--- src/sv/smds_pkg.sv ---
`default_nettype none

package smds_pkg;

    localparam int VAL_W    = 12;
    localparam int CNT_W    = 17;
    localparam int EPOCH_W  = 8;
    localparam int RECIP_SH = 13;
    localparam int REM_W    = 18;

    localparam logic [CNT_W-1:0]   CNT_MAX     = '1;
    localparam logic [EPOCH_W-1:0] EPOCH_CLEAR = '0;
    localparam logic [EPOCH_W-1:0] EPOCH_FIRST = 8'd1;
    localparam logic [EPOCH_W-1:0] EPOCH_LAST  = '1;

    typedef struct packed {
        logic valid;
        logic last;
    } item_ctl_t;

endpackage

`default_nettype wire

--- src/sv/smds_index.sv ---
`default_nettype none

module smds_index #(
    parameter int VALUE_COUNT = 4096,
    parameter int AW          = 12
) (
    input  logic                          clk,
    input  logic                          rst_n,
    input  logic                          item_valid,
    input  logic [smds_pkg::VAL_W-1:0]    value,
    input  logic                          last_item,
    input  logic                          hold,
    input  logic                          s2_adv,
    output logic                          item_stall,
    output smds_pkg::item_ctl_t           s2_ctl,
    output logic [AW-1:0]                 s2_addr
);
    import smds_pkg::*;

    localparam int RECIP_W = RECIP_SH + 1;
    localparam int PROD_W  = VAL_W + RECIP_W;
    localparam int QV_W    = VAL_W + 17;
    localparam logic [RECIP_W-1:0] RECIP = RECIP_W'((1 << RECIP_SH) / VALUE_COUNT);
    localparam logic [REM_W-1:0]   VC_R  = REM_W'(VALUE_COUNT);

    logic              s1_valid_reg, s1_valid_next;
    logic              s1_last_reg;
    logic [VAL_W-1:0]  s1_val_reg;
    logic [VAL_W-1:0]  s1_q_reg;
    logic              s2_valid_reg, s2_valid_next;
    logic              s2_last_reg;
    logic [AW-1:0]     s2_addr_reg;

    logic              accept;
    logic              s1_adv;
    logic              s2_ready;
    logic [PROD_W-1:0] prod;
    logic [QV_W-1:0]   qv;
    logic [REM_W-1:0]  rem;
    logic [REM_W-1:0]  rem_fix;

    // value mod VALUE_COUNT: reciprocal estimate, then one correction
    assign prod     = PROD_W'(value) * PROD_W'(RECIP);
    assign qv       = QV_W'(s1_q_reg) * QV_W'(VALUE_COUNT);
    assign rem      = REM_W'(s1_val_reg) - qv[REM_W-1:0];
    assign rem_fix  = (rem >= VC_R) ? (rem - VC_R) : rem;

    assign s2_ready   = !s2_valid_reg || s2_adv;
    assign s1_adv     = s1_valid_reg && s2_ready;
    assign item_stall = hold || (s1_valid_reg && !s1_adv);
    assign accept     = item_valid && !item_stall;

    always_comb
    begin
        s1_valid_next = s1_valid_reg;
        if (accept)
        begin
            s1_valid_next = 1'b1;
        end
        else if (s1_adv)
        begin
            s1_valid_next = 1'b0;
        end
        s2_valid_next = s2_valid_reg;
        if (s1_adv)
        begin
            s2_valid_next = 1'b1;
        end
        else if (s2_adv)
        begin
            s2_valid_next = 1'b0;
        end
    end

    always_ff @(posedge clk or negedge rst_n)
    begin
        if (!rst_n)
        begin
            s1_valid_reg <= 1'b0;
            s2_valid_reg <= 1'b0;
        end
        else
        begin
            s1_valid_reg <= s1_valid_next;
            s2_valid_reg <= s2_valid_next;
        end
    end

    always_ff @(posedge clk)
    begin
        if (accept)
        begin
            s1_val_reg  <= value;
            s1_last_reg <= last_item;
            s1_q_reg    <= prod[RECIP_SH +: VAL_W];
        end
        if (s1_adv)
        begin
            s2_addr_reg <= rem_fix[AW-1:0];
            s2_last_reg <= s1_last_reg;
        end
    end

    assign s2_ctl.valid = s2_valid_reg;
    assign s2_ctl.last  = s2_last_reg;
    assign s2_addr      = s2_addr_reg;

endmodule

`default_nettype wire

--- config.mk ---
export PLATFORM = sky130hd
export DESIGN_NAME = smds_index
export DESIGN_NICKNAME = d
export VERILOG_FILES = /design/src/sv/smds_pkg.sv /design/src/sv/smds_index.sv
export SDC_FILE = /design/constraint.sdc
export NUM_CORES = 1
export LEC_CHECK = 0
export BUFFER_PORTS_ARGS = -buffer_cell sky130_fd_sc_hd__buf_2
export CAP_MARGIN = 20
export CORE_MARGIN = 2
export CORE_UTILIZATION = 45
export CTS_BUF_LIST = sky130_fd_sc_hd__clkbuf_8
export DETAILED_ROUTE_END_ITERATION = 10
export GPL_ROUTABILITY_DRIVEN = 0
export PLACE_DENSITY_LB_ADDON = 0.2
export SLEW_MARGIN = 10
export SYNTH_ARGS = -nofsm -noshare
export SYNTH_HDL_FRONTEND = slang
export SYNTH_SLANG_ARGS = --single-unit
--- constraint.sdc ---
create_clock -name clk -period 1.4 [get_ports clk]
set_input_delay 0.21 -clock clk [delete_from_list [all_inputs] [get_ports clk]]
set_output_delay 0.21 -clock clk [all_outputs]
set_load 0.05 [all_outputs]
# == Word level (Yosys, flattened, before mapping) ==
# Cells that the tools add are included.
# word_totals
wordCells,23
register_bits,28
inputBits,18
output_inout_bits,15
# classes
addsub,1
reduce_logical,10
magnitude_cmp,1
n_mux,5
# op_table
op,n
12-bit by 13-bit >= comparator with 1-bit output (second input constant),1
12-bit two-way mux,1
12-bit by 1-bit subtractor with 12-bit output (second input constant),1
1-bit two-way mux,4
2-bit nonzero test,2
1-bit logical AND,3
1-bit logical NOT,3
1-bit logical OR,2

# == Longest topological paths before layout ==
# Gate-level depths: netlist of the first run.
# depth
ltp_word,9
ltp_mapped,2
mapped_depth_nobuf,2

# == Least setup slack after synthesis of the first run ==
# OpenSTA, ideal clock, no wires.
# synth_timing
kind,reg-to-reg
from,register s2_valid_reg
to,"register s1_last_reg, enable pin"
path_buffers,0
setup_ns,0.381
t_arrival_ns,1.081
stages_incl_launch_ff,3
setup_slack_ns,-0.062
path_cell_list,dfrtp_1 nand3b_4 nor3b_2
# synth_between
elab_chain_len,8
# synth_rtl
element,line,source
"start, declared",smds_index.sv:30,"logic s2_valid_reg, s2_valid_next;"
"start signal, assigned",smds_index.sv:85,s2_valid_reg <= s2_valid_next;
1-bit logical NOT,smds_index.sv:48,assign s2_ready = !s2_valid_reg || s2_adv;
1-bit logical OR,smds_index.sv:48,
1-bit logical AND,smds_index.sv:49,assign s1_adv = s1_valid_reg && s2_ready;
1-bit logical NOT,smds_index.sv:50,assign item_stall = hold || (s1_valid_reg && !s1_adv);
1-bit logical AND,smds_index.sv:50,
1-bit logical OR,smds_index.sv:50,
1-bit logical NOT,smds_index.sv:51,assign accept = item_valid && !item_stall;
1-bit logical AND,smds_index.sv:51,
via accept,smds_index.sv:34,logic accept;
"end signal, assigned",smds_index.sv:94,s1_last_reg <= last_item;
"end, declared",smds_index.sv:27,logic s1_last_reg;
# The timed path passes the listed nets, and every way through them passes these cells.
# A chain may end at the register's enable or synchronous reset.

# == Final worst setup path of the first run ==
# layout_timing
from,register s2_valid_reg
to,output item_stall
# layout_between
elab_chain_len,6
# layout_rtl
element,line,source
1-bit logical NOT,smds_index.sv:48,
1-bit logical OR,smds_index.sv:48,
1-bit logical AND,smds_index.sv:49,
1-bit logical NOT,smds_index.sv:50,
1-bit logical AND,smds_index.sv:50,
1-bit logical OR,smds_index.sv:50,
"end, declared",smds_index.sv:14,"output logic item_stall,"
# Every way passes these cells.

==> results of run 1 <==
## logic make-up (layout without fill, tap and decap cells)
group,count (synthesis),in the layout,share of synthesized area [%]
simple gates,6,6,6.31
buf+inv,3,41,2.06
flops,28,28,91.1
compound gates,1,1,0.548
## worst max-delay path by stage
stage,startpoint,end,slack [ps]
final,s2_valid_reg,item_stall,100
after global routing,s2_valid_reg,item_stall,50
after CTS,s2_valid_reg,item_stall,80
after detailed placement,s2_valid_reg,s1_val_reg[11],220
after global placement,s2_valid_reg,s1_val_reg[10],250
after floorplan,s2_valid_reg,s1_last_reg,100
## cell type report
type	instances	area, sq um	area share (%)
timing repair buffer	36	193	16.0
clock buffer	3	41.3	3.44
inverter	1	3.75	0.313
tap	27	33.8	2.81
multi-input combinational	7	68.8	5.73
sequential	28	831	69.2
clock inverter	1	30.0	2.50
## synthesized netlist by cell type
cell,number,share of area [%]
inv_1,1,0.41
nand2b_1,3,2.1
nand3b_4,1,2.2
dfrtp_1,2,5.5
o21ai_0,1,0.55
buf_4,2,1.6
and2_1,1,0.69
nor3b_2,1,1.4
edfxtp_1,26,86
## routing by layer
metal / track usage (%) / share of wire [%] / wire [um] / vias up
met5: 0 / 0 / 0 / -
met3: 2.76 / 6.0 / 61 / 2
met4: 5.71 / 1.2 / 12 / 0
met2: 17.1 / 57 / 579 / 20
li1: - / - / - / 217
met1: 9.59 / 36 / 360 / 189
## through the flow
stage | utilization [%] | cells | total power [mW] | instance area [sq um]
detailed placement | 57.7 | 98 | 1.18 | 1120
CTS | 61.9 | 103 | 1.78 | 1200
floorplan | - | 38 | 1.13 | 918
global placement | 57.7 | 98 | 1.18 | 1120
finish | 61.9 | 103 | 1.76 | 1200
global route | 61.9 | 103 | 1.82 | 1200
## worst register-to-register path, delay by kind of cell (launching register included)
family	cells	cell delay (ps)
buffers and inverters	1	200
AND/OR/NAND/NOR	2	270
flip-flops	1	430
## power breakdown
part / internal [mW] / leakage [nW] / switching (mW)
sequential: 0.966 / 0.268 / 0.0141
clock: 0.382 / 0.0357 / 0.218
combinational: 0.0528 / 0.188 / 0.132
total: 1.40 / 0.492 / 0.364
==> run summary, run 1 <==
The run finished with clean final reports. The unique cell type count in the Yosys netlist came out at 9. The initial antenna violation count came to 0. After detailed routing, the number of remaining DRC violations is 0. The clock sink count came out at 28. The final setup violation count came out at 0. The number of buffers created by CTS came out at 3. Cells with a size suffix above 1 make up 53.9% of the layout. The number of global-route vias before repair came out at slightly below 400. The largest net degree at the start of global routing came out at 17. The deepest level of the CTS H-tree came out at 1. The maximum count of clock buffers along a single path is 2. Summing every instance area after synthesis gives 912 sq um. The starting utilization of the core area is 47.0%. The post-synthesis instance total came out at 38.

The worst register-to-register path ends at s1_val_reg[10]. The signal on the critical path passes through nand3b_4 -> nand2b_1 -> buf_2. The average size of a mapped cell came out at 24.0 sq um. The worst setup path is of the flip-flop to primary output kind. The kind of cell adding the most delay to the critical path is flip-flops. STA classifies the critical path endpoint as a primary output. The largest single stage delay on the critical path is 410 ps. The clock transition at the registers of the reported paths came out at approximately 80 ps. The floorplan step set the die height to 49.0 um.

Final hold analysis gives a worst-case slack of around 120 ps. STA classifies the critical path startpoint as a flip-flop. The required time reported for the critical path endpoint came out at 1190 ps.

In this run the worst path has a maximum fanout of 3. The worst clock skew came out at 1.08 ps. The proportion of synthesized chip area in sequential cells is 91.1%. Global routing finished with a remaining overflow of 0. In the post-route analysis, the smallest setup slack over all paths is 97.5 ps. The number of pins with negative max-slew slack in the final report is 0. The end of the worst hold path is s1_val_reg[2]. The startpoint identified for the worst register-to-register timing path is s2_valid_reg.

Summed over all cells, the static leakage comes to 0.492 nW. The worst reg2reg path depth came out at 3. The slew at the pin with the worst max-slew slack came out at 253 ps. The routed wire length per instance came out at 9.84 um. Setup repair after global routing left no endpoint under its margin. The worst hold path begins at value[2]. In this run the horizontal extent of the chip is 49.0 um. The number of placement rows came out at 16. Derived from the worst setup path, the maximum achievable clock frequency is 768 MHz. The routed wire length is 1010 um. The setup slack after placement is around 220 ps. The total buffers and inverters traversed by the critical path is 1. The fill cell instance count of the final layout is 143. The count of inserted antenna diode cells came out at 0. Port buffering added 32 buffers. The slowest stage of the critical path belongs to the cell dfrtp_1. In this run the power density over the cells is 1470 nW/um^2.

The count of endpoints failing hold in the final timing report is 0. The sum of negative setup slack came out at 0 ps. The worst hold path class is input port to flip-flop. The worst max-slew margin expressed relative to the limit is 83.3%.

The number of vias after detailed routing is 428. Gates resized during post-CTS repair numbered 0. In this run the post-CTS setup repair buffer count came out at 0. The register-to-register setup slack came out at 220 ps. Before antenna repair, the detailed router went through 3 iterations. TritonCTS built the clock tree. The wire length of the first global-routing pass is about 1600 um. The number of nets still failing antenna checks after routing is 0.

The boundary pin count came out at 33. The register bit count reported by yosys is 28. Leaving out fill and tap cells, the most frequent cells in the layout are buf_2 (32), edfxtp_1 (26), nand2b_1 (3), clkbuf_8 (3), buf_4 (3).

The number of cells traversed by the worst hold path is 1. Relative to the synthesized area, the layout overhead comes to 31.7%. IR analysis of the VDD net gives a maximum drop of about 1 mV. The die footprint is 2400 sq um.

The global-route usage over all layers is roughly a tenth. For this run, the number of Yosys warnings is 0. At the worst endpoint, the arrival time is 1090 ps. After the first detailed-routing iteration, the DRC count stood at 3. The smallest clock period supported by the final layout is computed as 1300 ps. After clock tree synthesis, the flow added hold-fix buffers numbering 1.

The tree is rooted in a clkbuf_8. The net count of the finished layout is 95. The cell depth of the worst setup path is 3. The placeable core region came out at 1940 sq um. The via density per instance is 4.16. The number of max-capacitance violations reported is 0. The net count after synthesis is 56. The clock latency at the later pin of the worst-skew pair came out at 260 ps. The final clock period utilization by the worst path came out at ~93%. The leading cell type in the layout, fill and taps excluded is buf_2.
No activity file was read; power rests on OpenSTA's default activity.
==> inputs of run 2 (changes only) <==
--- a/config.mk
+++ b/config.mk
@@ -8,6 +8,8 @@
 export BUFFER_PORTS_ARGS = -buffer_cell sky130_fd_sc_hd__buf_2
 export CAP_MARGIN = 20
+export CELL_PAD_IN_SITES_DETAIL_PLACEMENT = 1
+export CELL_PAD_IN_SITES_GLOBAL_PLACEMENT = 1
 export CORE_MARGIN = 2
-export CORE_UTILIZATION = 45
+export CORE_UTILIZATION = 37
 export CTS_BUF_LIST = sky130_fd_sc_hd__clkbuf_8
 export DETAILED_ROUTE_END_ITERATION = 10
==> constraint.sdc (replaced) <==
create_clock -name clk -period 1.4 [get_ports clk]
set_input_delay 0.28 -clock clk [delete_from_list [all_inputs] [get_ports clk]]
set_output_delay 0.28 -clock clk [all_outputs]
set_load 0.05 [all_outputs]
==> run 2 against run 1 <==
Worst setup slack got worse by 27 ps. Die area grew 20%. First-iteration DRC count is 67% lower. Cell count grew 0.97%. Total power shrank 6.8%. Combinational power grew 5%. Global-route usage increased by 1.0 points. Clock power decreased by 22%. Critical path depth stayed put.
==> run summary, run 2 (synthesized netlist as in run 1, its figures left out) <==
The flow ran to the end, and the final reports show no timing, DRC or antenna violations. The count of inserted antenna diode cells is 0 (unchanged). The buffers inserted during post-CTS setup optimization is 0 (unchanged). The via density per instance came out at 4.38 (+5.3%). The largest net degree at the start of global routing is 16 (-1). The fill cell instance count of the final layout came out at 221 (+55%). The global-route usage over all layers came to 10.5% (+1.0 points). The final worst setup slack is 70.5 ps (-27.0 ps). The number of cells traversed by the worst hold path is 1 (unchanged). The top cell types in the final layout, fill and taps aside, are buf_2 (31), edfxtp_1 (26), clkbuf_8 (4). The vertical extent of the die is 53.7 um (+9.4%). The worst clock skew came out at 1.21 ps (+0.128 ps). The number of buffers created by CTS came out at 3 (unchanged). The sum of negative setup slack came out at 0 ps (unchanged). The maximum resistive drop on vdd is 0.767 mV (-23%). The setup slack after placement is 171 ps (-48.0 ps).

Leaving out fill and tap cells, the most frequent cell in the layout is buf_2. The path class of the tightest hold or removal check is input port to flip-flop. The initial antenna violation count came to 0 (unchanged). The share of post-route cells with drive strength above 1 came out at 53.9% (unchanged).

The clock transition at the registers of the reported paths came out at 80 ps (about the same). The power density normalized to cell area is 1370 nW/um^2 (-6.8%). The arrival time of data at the critical path endpoint came out at 1050 ps (-40 ps). The achievable frequency came out at 752 MHz (-2.0%).

The worst setup path is launched from a flip-flop. The total global routing overflow came out at 0 (unchanged). The number of vias after detailed routing came out at 455 (+6.3%).

The DRC marker count from the first detailed-route iteration came out at 1 (-2). The wire length of the first global-routing pass came to 2020 um (+26%). The maximum count of clock buffers along a single path is 2 (unchanged). The number of nets still failing antenna checks after routing was 0 (unchanged). The minimum hold slack is 185 ps (+67.8 ps). The starting utilization of the core area is 40.1% (-6.9 points). The number of placement rows came out at 17 (+1). The final setup violation count was 0 (unchanged). The die footprint is 2880 sq um (+20%). The static leakage power came out at 0.490 nW (-0.50%). The number of remaining DRC errors came out at 0 (unchanged). The routed wire length per instance is 12.6 um (+28%). The peak fanout along the critical path was 3 (unchanged). The capturing element type of the critical path is a primary output. The area growth from synthesis to layout is 31.7% (unchanged).

Detailed placement finished with a half-perimeter wire length of 1050 um. The critical path is of the flip-flop to primary output type. The worst max-slew margin expressed relative to the limit came out at 83.0% (-0.28 points). The number of global-route vias before repair is 456 (+17%). The boundary pin count came out at 33 (unchanged). TritonCTS built the clock tree.

The worst reg2reg path depth came out at 3 (unchanged). The clock latency at the later pin of the worst-skew pair came to 260 ps (about the same). The die span in x is 53.7 um (+9.4%). The final clock period utilization by the worst path was 95.0% (+1.9 points). The number of optimization iterations in the first detailed-route pass came out at 3 (unchanged). The final critical-path required period came out at 1330 ps (+27.0 ps). The count of endpoints failing hold in the final timing report is 0 (unchanged). The slew at the pin with the worst max-slew slack was 257 ps (+4.29 ps).

The required time reported for the critical path endpoint is 1120 ps (-70 ps). Clock tree synthesis selected as its root buffer the cell clkbuf_8. Setup repair after global routing left no endpoint under its margin. The number of max-capacitance violations reported is 0 (unchanged). The number of port buffers is 32 (unchanged). The placeable core region is 2280 sq um (+17%). The number of nets at the end of the flow came out at 95 (unchanged). The clock sink count is 28 (unchanged). The deepest level of the CTS H-tree came out at 1 (unchanged).

The number of pins with negative max-slew slack in the final report is 0 (unchanged). The routed wire length is 1310 um (+29%).
run 2: changes by cell type in the layout (fill, tap and decap cells not counted):
cell       before  now
buf_2          32   31
clkbuf_8        3    4
bufinv_16       1    0
buf_12          0    1
run 2: worst max-delay path, cell delays in order, from the launching register on:
cell      delay, ps
dfrtp_1         410
nand3b_4        100
nand2b_1         80
buf_4           190
run 2: report_power, final:
part           leakage (nW)  total [mW]  switching [mW]  internal [mW]
Sequential            0.268       0.981          0.0154          0.966
Combinational         0.193       0.194           0.134         0.0599
Clock                0.0288       0.468           0.217          0.251
run 2: final timing paths:
path                                     from             to  slack (ps)
max in group asynchronous               rst_n   s1_valid_reg         990
worst min register to register  s1_val_reg[8]     s2_addr[8]         420
worst max register to register   s2_valid_reg  s1_val_reg[8]         180
min in group asynchronous               rst_n   s2_valid_reg         310
worst max-delay path             s2_valid_reg     item_stall          70
worst min-delay path                 value[4]  s1_val_reg[4]         180
run 2: routing by layer:
metal	global-route usage, %	wire length, um	part of all wire [%]	up-vias
li1	-	-	-	216
met2	19.3	758	58	22
met4	7.69	20	1.5	0
met1	10.6	441	34	215
met5	0	0	0	-
met3	1.67	88	6.7	2
run 2: final cells by class:
class / count / area (sq um) / area share [%]
Sequential cell: 28 / 831 / 69.2
Timing Repair Buffer: 36 / 208 / 17.3
Multi-Input combinational cell: 7 / 68.8 / 5.73
Clock buffer: 4 / 55.1 / 4.58
Tap cell: 28 / 35.0 / 2.92
Inverter: 1 / 3.75 / 0.313
run 2: stage by stage:
| step | utilization [%] | cell area, sq um | std cells | power [mW] |
|---|---|---|---|---|
| detailed placement | 49.8 | 1130 | 99 | 1.19 |
| finish | 52.8 | 1200 | 104 | 1.64 |
| floorplan | - | 918 | 38 | 1.13 |
| CTS | 52.8 | 1200 | 104 | 1.68 |
| global route | 52.8 | 1200 | 104 | 1.71 |
| global placement | 49.8 | 1130 | 99 | 1.19 |
run 2: timing repair:
action                                 4_1_cts  5_1_grt
endpoints found under the hold margin        2        0
gates resized for setup                      1        0
hold buffers                                 1        0
setup endpoints to repair                    1        0
