`src/sv/smds_pkg.sv`:
```
`default_nettype none

package smds_pkg;

    localparam int VAL_W    = 12;
    localparam int CNT_W    = 17;
    localparam int EPOCH_W  = 8;
    localparam int RECIP_SH = 13;
    localparam int REM_W    = 18;

    localparam logic [CNT_W-1:0]   CNT_MAX     = '1;
    localparam logic [EPOCH_W-1:0] EPOCH_CLEAR = '0;
    localparam logic [EPOCH_W-1:0] EPOCH_FIRST = 8'd1;
    localparam logic [EPOCH_W-1:0] EPOCH_LAST  = '1;

    typedef struct packed {
        logic valid;
        logic last;
    } item_ctl_t;

endpackage

`default_nettype wire

```
`src/sv/smds_update.sv`:
```
`default_nettype none

module smds_update #(
    parameter int VALUE_COUNT = 4096,
    parameter int MAX_LEN     = 65536,
    parameter int AW          = 12,
    parameter int PW          = 16,
    parameter int DW          = 41
) (
    input  logic                          clk,
    input  logic                          rst_n,
    input  smds_pkg::item_ctl_t           s2_ctl,
    input  logic [AW-1:0]                 s2_addr,
    input  logic [DW-1:0]                 rdata,
    input  logic                          res_stall,
    output logic                          s2_adv,
    output logic                          hold,
    output logic                          we,
    output logic [AW-1:0]                 waddr,
    output logic [DW-1:0]                 wdata,
    output logic                          res_valid,
    output logic [smds_pkg::CNT_W-1:0]    degree_so_far,
    output logic [smds_pkg::CNT_W-1:0]    shortest_length,
    output logic                          is_final,
    output logic                          overflow
);
    import smds_pkg::*;

    localparam int PCW = $clog2(MAX_LEN + 1);
    localparam int SPW = (PW + 1 > CNT_W) ? (PW + 1) : CNT_W;
    localparam logic [PCW-1:0] LEN_LIM  = PCW'(MAX_LEN);
    localparam logic [PW-1:0]  POS_LAST = PW'(MAX_LEN - 1);
    localparam logic [AW-1:0]  ADDR_END = AW'(VALUE_COUNT - 1);

    logic                s3_valid_reg, s3_valid_next;
    logic                s3_last_reg;
    logic [AW-1:0]       s3_addr_reg;
    logic                fwd_reg;
    logic [DW-1:0]       fwd_data_reg;
    logic [EPOCH_W-1:0]  epoch_reg, epoch_next;
    logic                clr_reg, clr_next;
    logic [AW-1:0]       clr_addr_reg, clr_addr_next;
    logic [PCW-1:0]      pos_reg, pos_next;
    logic [CNT_W-1:0]    max_reg, max_next;
    logic [CNT_W-1:0]    best_reg, best_next;
    logic                ovf_reg, ovf_next;
    logic                res_valid_reg, res_valid_next;
    logic [CNT_W-1:0]    res_deg_reg;
    logic [CNT_W-1:0]    res_len_reg;
    logic                res_final_reg;
    logic                res_ovf_reg;

    logic                s3_fire;
    logic                wrap;
    logic                s3_ready;
    logic [DW-1:0]       entry;
    logic                hit;
    logic [CNT_W-1:0]    cnt_old;
    logic [CNT_W-1:0]    cnt_new;
    logic [PW-1:0]       first_new;
    logic                ovf_now;
    logic [PW-1:0]       idx;
    logic [SPW-1:0]      span_w;
    logic [CNT_W-1:0]    span;
    logic [CNT_W-1:0]    deg_upd;
    logic [CNT_W-1:0]    best_upd;
    logic                ovf_upd;

    assign s3_fire  = s3_valid_reg && (!res_valid_reg || !res_stall) && !clr_reg;
    assign wrap     = s3_last_reg && (epoch_reg == EPOCH_LAST);
    assign s3_ready = !clr_reg && (!s3_valid_reg || s3_fire) && !(s3_fire && wrap);
    assign s2_adv   = s2_ctl.valid && s3_ready;
    assign hold     = clr_reg;

    // entry written by the item just ahead bypasses the stale read
    assign entry   = fwd_reg ? fwd_data_reg : rdata;
    assign hit     = (entry[DW-1 -: EPOCH_W] == epoch_reg);
    assign cnt_old = hit ? entry[PW +: CNT_W] : '0;
    assign cnt_new = (cnt_old == CNT_MAX) ? cnt_old : (cnt_old + CNT_W'(1));

    assign ovf_now   = (pos_reg >= LEN_LIM);
    assign idx       = ovf_now ? POS_LAST : pos_reg[PW-1:0];
    assign first_new = hit ? entry[PW-1:0] : idx;
    assign span_w    = SPW'(idx) - SPW'(first_new) + SPW'(1);
    assign span      = (span_w > SPW'(CNT_MAX)) ? CNT_MAX : span_w[CNT_W-1:0];
    assign ovf_upd   = ovf_reg || ovf_now;

    always_comb
    begin
        deg_upd  = max_reg;
        best_upd = best_reg;
        if (cnt_new > max_reg)
        begin
            deg_upd  = cnt_new;
            best_upd = span;
        end
        else if ((cnt_new == max_reg) && (span < best_reg))
        begin
            best_upd = span;
        end
    end

    always_comb
    begin
        s3_valid_next  = s3_valid_reg;
        epoch_next     = epoch_reg;
        clr_next       = clr_reg;
        clr_addr_next  = clr_addr_reg;
        pos_next       = pos_reg;
        max_next       = max_reg;
        best_next      = best_reg;
        ovf_next       = ovf_reg;
        res_valid_next = res_valid_reg && res_stall;

        if (s2_adv)
        begin
            s3_valid_next = 1'b1;
        end
        else if (s3_fire)
        begin
            s3_valid_next = 1'b0;
        end

        if (clr_reg)
        begin
            clr_addr_next = clr_addr_reg + AW'(1);
            if (clr_addr_reg == ADDR_END)
            begin
                clr_next = 1'b0;
            end
        end

        if (s3_fire)
        begin
            res_valid_next = 1'b1;
            if (s3_last_reg)
            begin
                pos_next  = '0;
                max_next  = '0;
                best_next = '0;
                ovf_next  = 1'b0;
                if (wrap)
                begin
                    epoch_next    = EPOCH_FIRST;
                    clr_next      = 1'b1;
                    clr_addr_next = '0;
                end
                else
                begin
                    epoch_next = epoch_reg + EPOCH_W'(1);
                end
            end
            else
            begin
                pos_next  = ovf_now ? pos_reg : (pos_reg + PCW'(1));
                max_next  = deg_upd;
                best_next = best_upd;
                ovf_next  = ovf_upd;
            end
        end
    end

    always_ff @(posedge clk or negedge rst_n)
    begin
        if (!rst_n)
        begin
            s3_valid_reg  <= 1'b0;
            epoch_reg     <= EPOCH_FIRST;
            clr_reg       <= 1'b1;
            clr_addr_reg  <= '0;
            pos_reg       <= '0;
            max_reg       <= '0;
            best_reg      <= '0;
            ovf_reg       <= 1'b0;
            res_valid_reg <= 1'b0;
        end
        else
        begin
            s3_valid_reg  <= s3_valid_next;
            epoch_reg     <= epoch_next;
            clr_reg       <= clr_next;
            clr_addr_reg  <= clr_addr_next;
            pos_reg       <= pos_next;
            max_reg       <= max_next;
            best_reg      <= best_next;
            ovf_reg       <= ovf_next;
            res_valid_reg <= res_valid_next;
        end
    end

    always_ff @(posedge clk)
    begin
        if (s2_adv)
        begin
            s3_addr_reg  <= s2_addr;
            s3_last_reg  <= s2_ctl.last;
            fwd_reg      <= s3_fire && (s3_addr_reg == s2_addr);
            fwd_data_reg <= wdata;
        end
        if (s3_fire)
        begin
            res_deg_reg   <= deg_upd;
            res_len_reg   <= best_upd;
            res_final_reg <= s3_last_reg;
            res_ovf_reg   <= ovf_upd;
        end
    end

    assign we    = clr_reg || s3_fire;
    assign waddr = clr_reg ? clr_addr_reg : s3_addr_reg;
    assign wdata = clr_reg ? {EPOCH_CLEAR, {(DW - EPOCH_W){1'b0}}}
                           : {epoch_reg, cnt_new, first_new};

    assign res_valid       = res_valid_reg;
    assign degree_so_far   = res_deg_reg;
    assign shortest_length = res_len_reg;
    assign is_final        = res_final_reg;
    assign overflow        = res_ovf_reg;

endmodule

`default_nettype wire

```
`config.mk`:
```
export PLATFORM = sky130hd
export DESIGN_NAME = smds_update
export DESIGN_NICKNAME = d
export VERILOG_FILES = /design/src/sv/smds_pkg.sv /design/src/sv/smds_update.sv
export SDC_FILE = /design/constraint.sdc
export NUM_CORES = 1
export LEC_CHECK = 0
export BUFFER_PORTS_ARGS = -buffer_cell sky130_fd_sc_hd__buf_4
export CAP_MARGIN = 10
export CORE_AREA = 8 8 150 152
export DETAILED_ROUTE_END_ITERATION = 7
export DIE_AREA = 0 0 158 160
export MAX_ROUTING_LAYER = met4
export PLACE_DENSITY = 0.74
export SETUP_SLACK_MARGIN = 0.5
export SKIP_LAST_GASP = 1
export SYNTH_ARGS = -nofsm -noshare
export SYNTH_HDL_FRONTEND = slang
export SYNTH_SLANG_ARGS = --single-unit
```
`constraint.sdc`:
```
create_clock -name clk -period 11.2 [get_ports clk]
set_input_delay 0 -clock clk [delete_from_list [all_inputs] [get_ports clk]]
set_output_delay 0 -clock clk [all_outputs]
set_load 0.1 [all_outputs]
```
Word level (Yosys, flattened, before mapping)
Cells that the tools add are included.
{"block": "totals", "reg_bits": 166, "latchBits": 0, "mem_bits_rw": 0, "rom_bits": 0, "inputBits": 58, "out_inout_bits": 93, "elab_cells": 85, "mem_count": 0}
{"block": "classes", "n_addsub": 6, "n_mul": 0, "n_div": 0, "magnitude_cmp": 4, "eq_ne": 7, "shift": 0, "muxes": 29, "bitwise": 0, "n_reduce_logical": 22}
{"cell": "17-bit two-way mux", "n": 10}
{"cell": "41-bit two-way mux", "n": 2}
{"cell": "12-bit two-way mux", "n": 5}
{"cell": "17-bit by 1-bit adder with 17-bit output, second input constant", "n": 3}
{"cell": "16-bit two-way mux", "n": 2}
{"cell": "17-bit equality test", "n": 1}
{"cell": "17-bit equality test, second input constant", "n": 1}
{"cell": "17-bit >= comparator, second input constant", "n": 1}
{"cell": "17-bit > comparator", "n": 1}
{"cell": "17-bit > comparator, second input constant", "n": 1}
{"cell": "17-bit < comparator", "n": 1}
{"cell": "16-bit by 16-bit subtractor with 17-bit output", "n": 1}
{"cell": "12-bit by 1-bit adder with 12-bit output, second input constant", "n": 1}
{"cell": "12-bit equality test", "n": 1}
{"cell": "12-bit equality test, second input constant", "n": 1}
{"cell": "1-bit logical AND", "n": 10}
{"cell": "1-bit two-way mux", "n": 9}
{"cell": "8-bit by 1-bit adder with 8-bit output, second input constant", "n": 1}
{"cell": "8-bit equality test", "n": 1}
{"cell": "8-bit equality test, second input constant", "n": 1}
{"cell": "8-bit two-way mux", "n": 1}
{"cell": "1-bit zero test", "n": 5}
{"cell": "1-bit logical OR", "n": 4}
{"cell": "2-bit AND reduction", "n": 2}
{"cell": "2 further kinds", "n": 2}

Logic depth before layout (Yosys ltp)
{"block": "logic_depth", "depth_word": 12, "mapped_depth": 28, "ltp_nobuf": 23}

Least setup slack after synthesis
OpenSTA, ideal clock, no wires.
{"block": "synth_timing", "path_type": "register -> register", "startpoint": "reg res_valid_reg, in the netlist res_valid", "endpoint": "reg fwd_data_reg[0] (enable)", "setup_time_ns": 0.982, "arrival_ns": 15.263, "t_required_ns": 10.218, "path_slack_ns": -5.045, "stages_incl_launch_ff": 8, "path_buffers": 1, "synth_period_minus_slack_ns": 16.245, "cell_sequence": "dfrtp_1 -> nand2_1 -> nand3b_1 -> nor2_1 -> and3_1 -> and3_1 -> clkbuf_1 -> a2111oi_0"}
{"block": "synth_via", "elab_chain_cells": 8, "word_cells_on_any_way": 10, "cone_classes": "reduce/logical (10)"}
{"item": "start, declared", "line_no": "smds_update.sv:47", "rtl": "logic res_valid_reg, res_valid_next;"}
{"item": "start signal, assigned", "line_no": "smds_update.sv:187", "rtl": "res_valid_reg <= res_valid_next;"}
{"item": "1-bit zero test *", "line_no": "smds_update.sv:69", "rtl": "assign s3_fire = s3_valid_reg && (!res_valid_reg || !res_stall) && !clr_reg;"}
{"item": "1-bit logical OR *", "line_no": "smds_update.sv:69"}
{"item": "1-bit logical AND * (2 in series)", "line_no": "smds_update.sv:69"}
{"item": "1-bit logical OR or 1-bit logical AND (tied branches)", "line_no": "smds_update.sv:71", "rtl": "assign s3_ready = !clr_reg && (!s3_valid_reg || s3_fire) && !(s3_fire && wrap);"}
{"item": "1-bit logical AND or 1-bit zero test (tied branches)", "line_no": "smds_update.sv:71"}
{"item": "1-bit logical AND *", "line_no": "smds_update.sv:71"}
{"item": "1-bit logical AND *", "line_no": "smds_update.sv:72", "rtl": "assign s2_adv = s2_ctl.valid && s3_ready;"}
{"item": "via s2_adv", "line_no": "smds_update.sv:16", "rtl": "output logic s2_adv,"}
{"item": "end signal, assigned", "line_no": "smds_update.sv:198", "rtl": "fwd_data_reg <= wdata;"}
{"item": "end, declared", "line_no": "smds_update.sv:39", "rtl": "logic [DW-1:0] fwd_data_reg;"}
Mark *: on every way through the listed nets, which the timed path passes. The rest lies on a longest branch.
A chain may end at the register's enable or synchronous reset.

Worst setup path in the final report
{"block": "layout_timing", "startpoint": "reg fwd_reg", "endpoint": "reg res_len_reg[16], in the netlist shortest_length[16], data pin"}
{"block": "layout_via", "elab_chain_cells": 11, "word_cells_on_any_way": 17, "cone_classes": "add/sub (3); order compare (3); eq/ne (3); mux (7); reduce/logical (1)"}
{"item": "start, declared", "line_no": "smds_update.sv:38", "rtl": "logic fwd_reg;"}
{"item": "start signal, assigned", "line_no": "smds_update.sv:197", "rtl": "fwd_reg <= s3_fire && (s3_addr_reg == s2_addr);"}
{"item": "41-bit two-way mux *", "line_no": "smds_update.sv:76", "rtl": "assign entry = fwd_reg ? fwd_data_reg : rdata;"}
{"item": "8-bit equality test", "line_no": "smds_update.sv:77", "rtl": "assign hit = (entry[DW-1 -: EPOCH_W] == epoch_reg);"}
{"item": "16-bit two-way mux", "line_no": "smds_update.sv:83", "rtl": "assign first_new = hit ? entry[PW-1:0] : idx;"}
{"item": "16-bit by 16-bit subtractor with 17-bit output", "line_no": "smds_update.sv:84", "rtl": "assign span_w = SPW'(idx) - SPW'(first_new) + SPW'(1);"}
{"item": "17-bit by 1-bit adder with 17-bit output", "line_no": "smds_update.sv:84"}
{"item": "17-bit > comparator", "line_no": "smds_update.sv:85", "rtl": "assign span = (span_w > SPW'(CNT_MAX)) ? CNT_MAX : span_w[CNT_W-1:0];"}
{"item": "17-bit two-way mux", "line_no": "smds_update.sv:85"}
{"item": "17-bit < comparator", "line_no": "smds_update.sv:97", "rtl": "else if ((cnt_new == max_reg) && (span < best_reg))"}
{"item": "1-bit logical AND", "line_no": "smds_update.sv:97"}
{"item": "17-bit two-way mux", "line_no": "smds_update.sv:97"}
{"item": "17-bit two-way mux *", "line_no": "smds_update.sv:92", "rtl": "if (cnt_new > max_reg)"}
{"item": "via best_upd[16]", "line_no": "smds_update.sv:66", "rtl": "logic [CNT_W-1:0] best_upd;"}
{"item": "end signal, assigned", "line_no": "smds_update.sv:203", "rtl": "res_len_reg <= best_upd;"}
{"item": "end, declared", "line_no": "smds_update.sv:49", "rtl": "logic [CNT_W-1:0] res_len_reg;"}
Marks and branches as above.

==> flow_results.org <==
** Setup path
- Flop2flop setup slack :: 3400 ps
- The largest individual stage delay along the critical path comes from the cell sky130_fd_sc_hd__and4b_1.
- In this run the critical register-to-register path is launched from fwd_reg.
- Capture point of the critical path :: shortest_length[16]
- On the worst path, the slowest cell contributes a delay of 910 ps.
- The critical path starts at fwd_reg.
- Critical path start-end classification :: register to register
- Measured in cells, the most critical reg-to-reg path has a length of 24.
- Data on the critical path arrives at its endpoint at about 8000 ps.
- Nature of the critical path startpoint :: register
- The worst setup path is captured at a register.
- Walking the worst path, the cells encountered are buf_4 -> mux2i_1 -> xnor2_1 -> nor4_1 -> and2_1 -> buf_4 -> mux2i_1 -> ha_1 -> inv_1 -> ha_1 -> inv_1 -> fa_1 -> nor2b_1 -> o31ai_1 -> a211oi_1 -> nor3_1 -> or4_1 -> o211ai_1 -> ha_1 -> nor2b_1 -> o21ai_0 -> and4b_1 -> or2_1 -> mux2_2.
- Data required time at the worst endpoint :: 11370 ps
- The cell that appears most often on the critical path is sky130_fd_sc_hd__ha_1.
- Along the worst path, the maximum fanout reaches 57.
- Worst r2r dst :: shortest_length[16]

** Worst hold path
- The min-delay analysis places its worst path in the category input port to register.

** Pwr
- Sequential cells account for 25.5% of the total power.
- Pwr/cell area :: roughly 310 nW/um2
- Internal :: 1.901 mW
- The worst-case IR drop observed on VDD is 0.1816 mV.
- For this design the static power due to leakage is 5.407 nW.
- Portion of total power attributed to combinational logic :: 58.8%
- Clock share of power :: 15.7%
- For this design the total switching power over the nets is 1.940 mW.
- In this run switching power makes up around 50% of total power.

** Yosys
- Of the total synthesized cell area, the portion taken by XOR and XNOR cells is 5.350%.
- Yosys synthesis warning count :: 0
- Synthesized-area fraction occupied by ao, oa, aoi and oai cells :: 14.55%
- Synth Register Bits :: roughly 170
- The number of nets in the synthesized netlist is 1156.
- Library cells used by synthesis :: 91
- Sequential element share of the synthesized area :: 44.02%
- Of the total synthesized cell area, the portion taken by AND, OR, NAND and NOR gates is 16.66%.
- The synthesized netlist occupies a cell area of 10480 um2.
- The cell count after synthesis came out at 1029.
- In the synthesized netlist the dominant register cell turns out to be sky130_fd_sc_hd__edfxtp_1.
- Post-Synth Adder-Cell Area :: 8.311%
- Number of flops mapped to enable cells by yosys :: just over 90
- Fraction of registers with async set or reset after synthesis :: 45.18%
- Multiplexer cells account for under 10% of the synthesized area.
- By area, the combinational part of the netlist is dominated by simple AND/OR/NAND/NOR gates.
- Dividing the synthesized area by the synthesized cell count gives 10.18 um2.

** STA
- For this run, the top clock speed supported by timing is 0.1282 GHz.
- Across the routed clock network, the largest skew measured is 13.02 ps.
- Setup violations remaining at the end of the flow were counted as 0.
- Fin crit share :: 69.62%
- The smallest clock period supported by the final layout is computed as 7798 ps.
- The number of hold-slack violations in the final timing report is 0.
- Final-layout setup total negative slack :: 0 ps
- Final count of pins violating max slew :: 0
- Measured against its own limit, the worst slew margin works out to 31.27%.
- Setup repair after global routing left no endpoint under its margin.
- Pin slew with the least headroom to its limit :: between 1000 and 1500 ps

** Place
- Input and output buffers added on the ports amount to 150.
- # placed instances :: 1404
- Placer congestion estimate :: 0.8488
- Detailed placement ended at an HPWL of about 18000 um.

** Detailed routing
- For this run, design rule violations remaining after detail routing come to 0.
- For this block, the initial DRC count from the detailed router was 641.
- Total length of routed wires :: 25720 um
- The pre-antenna-repair detailed-routing pass consisted of 6 iterations.
- In the routed layout, each cell is associated on average with a via count of 5.753.
- In the final routed layout, each cell accounts on average for 17.73 um.
- Overall via count from detail_route :: between 8000 and 9000
- Post-route ant nets :: 0

** Final layout
- Ratio of cells with drive above 1 in the final layout :: 23.29%
- Final net count :: around 1300
- After the flow finishes, the layout carries non-filler instances totaling 1451.
- The register with the most flip-flops in the layout has 41 of them.
- Count of filler cells inserted in the layout :: approximately 1700
- The multi-input combinational cells in the finished layout cover a total of 5405 um2.
- Cells fill 62.45% of the core in the end.
- N_diodes :: 0
- The sequential cells in the finished layout cover a total of 4612 um2.
- Compared with the post-synthesis result, the final layout area differs by 19.44%.

** Floorplanning
- The initialized floorplan defines 52 standard-cell rows.
- ~150 I/O pins were placed.
- Placeable Area :: 20040 um2
- Starting utilization of the core area :: 52.29%
- Vert. Die Dim :: 160 um
- The die covers 25280 um2.
- The floorplan step set the die width to about 160 um.

** Clock tree
- Number of buffers created by CTS :: 17
- Number of post-CTS setup repair buffers :: 0
- Maximum level of the CTS H-tree :: 4
- Clock tree synthesis selected as its root buffer the cell sky130_fd_sc_hd__clkbuf_16.
- Clock Latency Late Sink :: 430 ps
- Clk pin slew, worst setup/hold paths :: 70 ps
- TritonCTS clock tree :: built
- The clock passes through at most 2 buffers.
- Sinks on the clock net :: approximately 170

** Status
- Result of the run :: finished, final reports clean

** GRT
- Global route total overflow :: 0
- Antenna violations before repair :: 0
- Global routing consumed, over all layers together, 21.06% of the routing resources.
- Via count of the first global-routing pass :: 8350
- Entering global routing, the biggest net connects 76 pins.
- First-pass GRT wire length :: 42020 um

** Job
- Max Cap Viol :: 0
[power by group through the flow]
stage	registers (mW)	clock network (mW)	logic [mW]
6_report	0.978	0.604	2.26
3_3_place_gp	0.986	0	2.20
2_1_floorplan	1.40	0	1.36
5_1_grt	0.997	0.634	2.45
4_1_cts	0.979	0.610	2.25
3_5_place_dp	0.988	0	2.24
[cell usage after synthesis (13+ instances only)]
library cell,number,share of area (%)
sky130_fd_sc_hd__ha_1,68,8.1
sky130_fd_sc_hd__nor2b_1,16,0.96
sky130_fd_sc_hd__inv_1,56,2.0
sky130_fd_sc_hd__nor2_1,82,2.9
sky130_fd_sc_hd__nand3_1,26,1.2
sky130_fd_sc_hd__nand2_1,87,3.1
sky130_fd_sc_hd__a21oi_1,34,1.6
sky130_fd_sc_hd__dfrtp_1,73,17
sky130_fd_sc_hd__mux2_2,25,2.7
sky130_fd_sc_hd__o21ai_0,71,3.4
sky130_fd_sc_hd__mux2i_1,39,3.7
sky130_fd_sc_hd__nand4_1,16,0.96
sky130_fd_sc_hd__edfxtp_1,91,26
sky130_fd_sc_hd__xnor2_1,45,3.8
sky130_fd_sc_hd__buf_2,13,0.62
sky130_fd_sc_hd__clkbuf_1,32,1.1
sky130_fd_sc_hd__nor3_1,21,1.0
sky130_fd_sc_hd__xor2_1,19,1.6
sky130_fd_sc_hd__or2_2,17,1.0
[how the worst min path moves through the flow]
stage	startpoint	slack [ps]	endpoint	cells after the start
floorplan	rst_n	-300	best_reg[0]	0
global placement	s2_addr[0]	190	s3_addr_reg[0]	1
detailed placement	s2_addr[0]	200	s3_addr_reg[0]	1
CTS	rdata[15]	120	fwd_data_reg[15]	5
global route	rdata[15]	170	fwd_data_reg[15]	5
finish	rdata[15]	120	fwd_data_reg[15]	5
[cells in the final DEF, fill, tap and decap left out, types with 26 or more instances in the layout]
cell and instances:
sky130_fd_sc_hd__inv_1 55, sky130_fd_sc_hd__buf_4 160, sky130_fd_sc_hd__ha_1 68, sky130_fd_sc_hd__mux2i_1 39
sky130_fd_sc_hd__dfrtp_1 73, sky130_fd_sc_hd__nor2_1 82, sky130_fd_sc_hd__o21ai_0 71, sky130_fd_sc_hd__nand3_1 26
sky130_fd_sc_hd__xnor2_1 45, sky130_fd_sc_hd__edfxtp_1 91, sky130_fd_sc_hd__a21oi_1 34, sky130_fd_sc_hd__nand2_1 87
[stage by stage]
| stage | setup slack, ps | hold slack [ps] | cell area [um2] | total power [mW] |
|---|---|---|---|---|
| 2_1_floorplan | 3372 | -295.6 | 10480 | 2.766 |
| 3_3_place_gp | 3713 | 194.4 | 11770 | 3.185 |
| 3_5_place_dp | 3470 | 195.8 | 11770 | 3.224 |
| 4_1_cts | 3456 | 124.7 | 12510 | 3.837 |
| 5_1_grt | 2809 | 168.7 | 12510 | 4.082 |
| 6_report | 3402 | 118.0 | 12510 | 3.841 |
[layout make-up]
type                    count  share of cell area, %
flip-flops and latches    166                  36.85
multi-input cells         751                  43.19
inverters                  57                  1.710
clock buffers              20                  3.659
repair buffers            175                  10.80
well taps                 270                  2.699
clock inverters            12                  1.090
[per-layer routing]
metal / share of wire, % / track usage (%)
met5: 0 / -
met2: 48 / 33.64
met3: 5.5 / 3.374
met1: 45 / 27.38
met4: 1.5 / 5.575
[cells by family (layout without fill, tap and decap cells)]
family | count (synthesis) | in the layout
simple gates | 331 | 331
compound gates | 222 | 222
flops | 166 | 166
buf+inv | 112 | 264
fa+ha+maj | 69 | 69
mux | 65 | 65
xor+xnor | 64 | 64
[critical path, delay by kind of cell (launching register included)]
kind | cells | cell delay (ps)
muxes | 3 | 1020
buffers and inverters | 4 | 1110
DFF | 1 | 320
adders and majority gates | 4 | 1140
and+or+nand+nor | 8 | 3110
xor gates and xnor gates | 1 | 100
AOI/OAI and AO/OA | 4 | 710
[repair_timing]
item	in CTS	in global routing
hold buffers	15	0
gates resized for setup	0	0
hold endpoints to repair	87	0
Note: power is estimated with default switching activity, not from simulation.
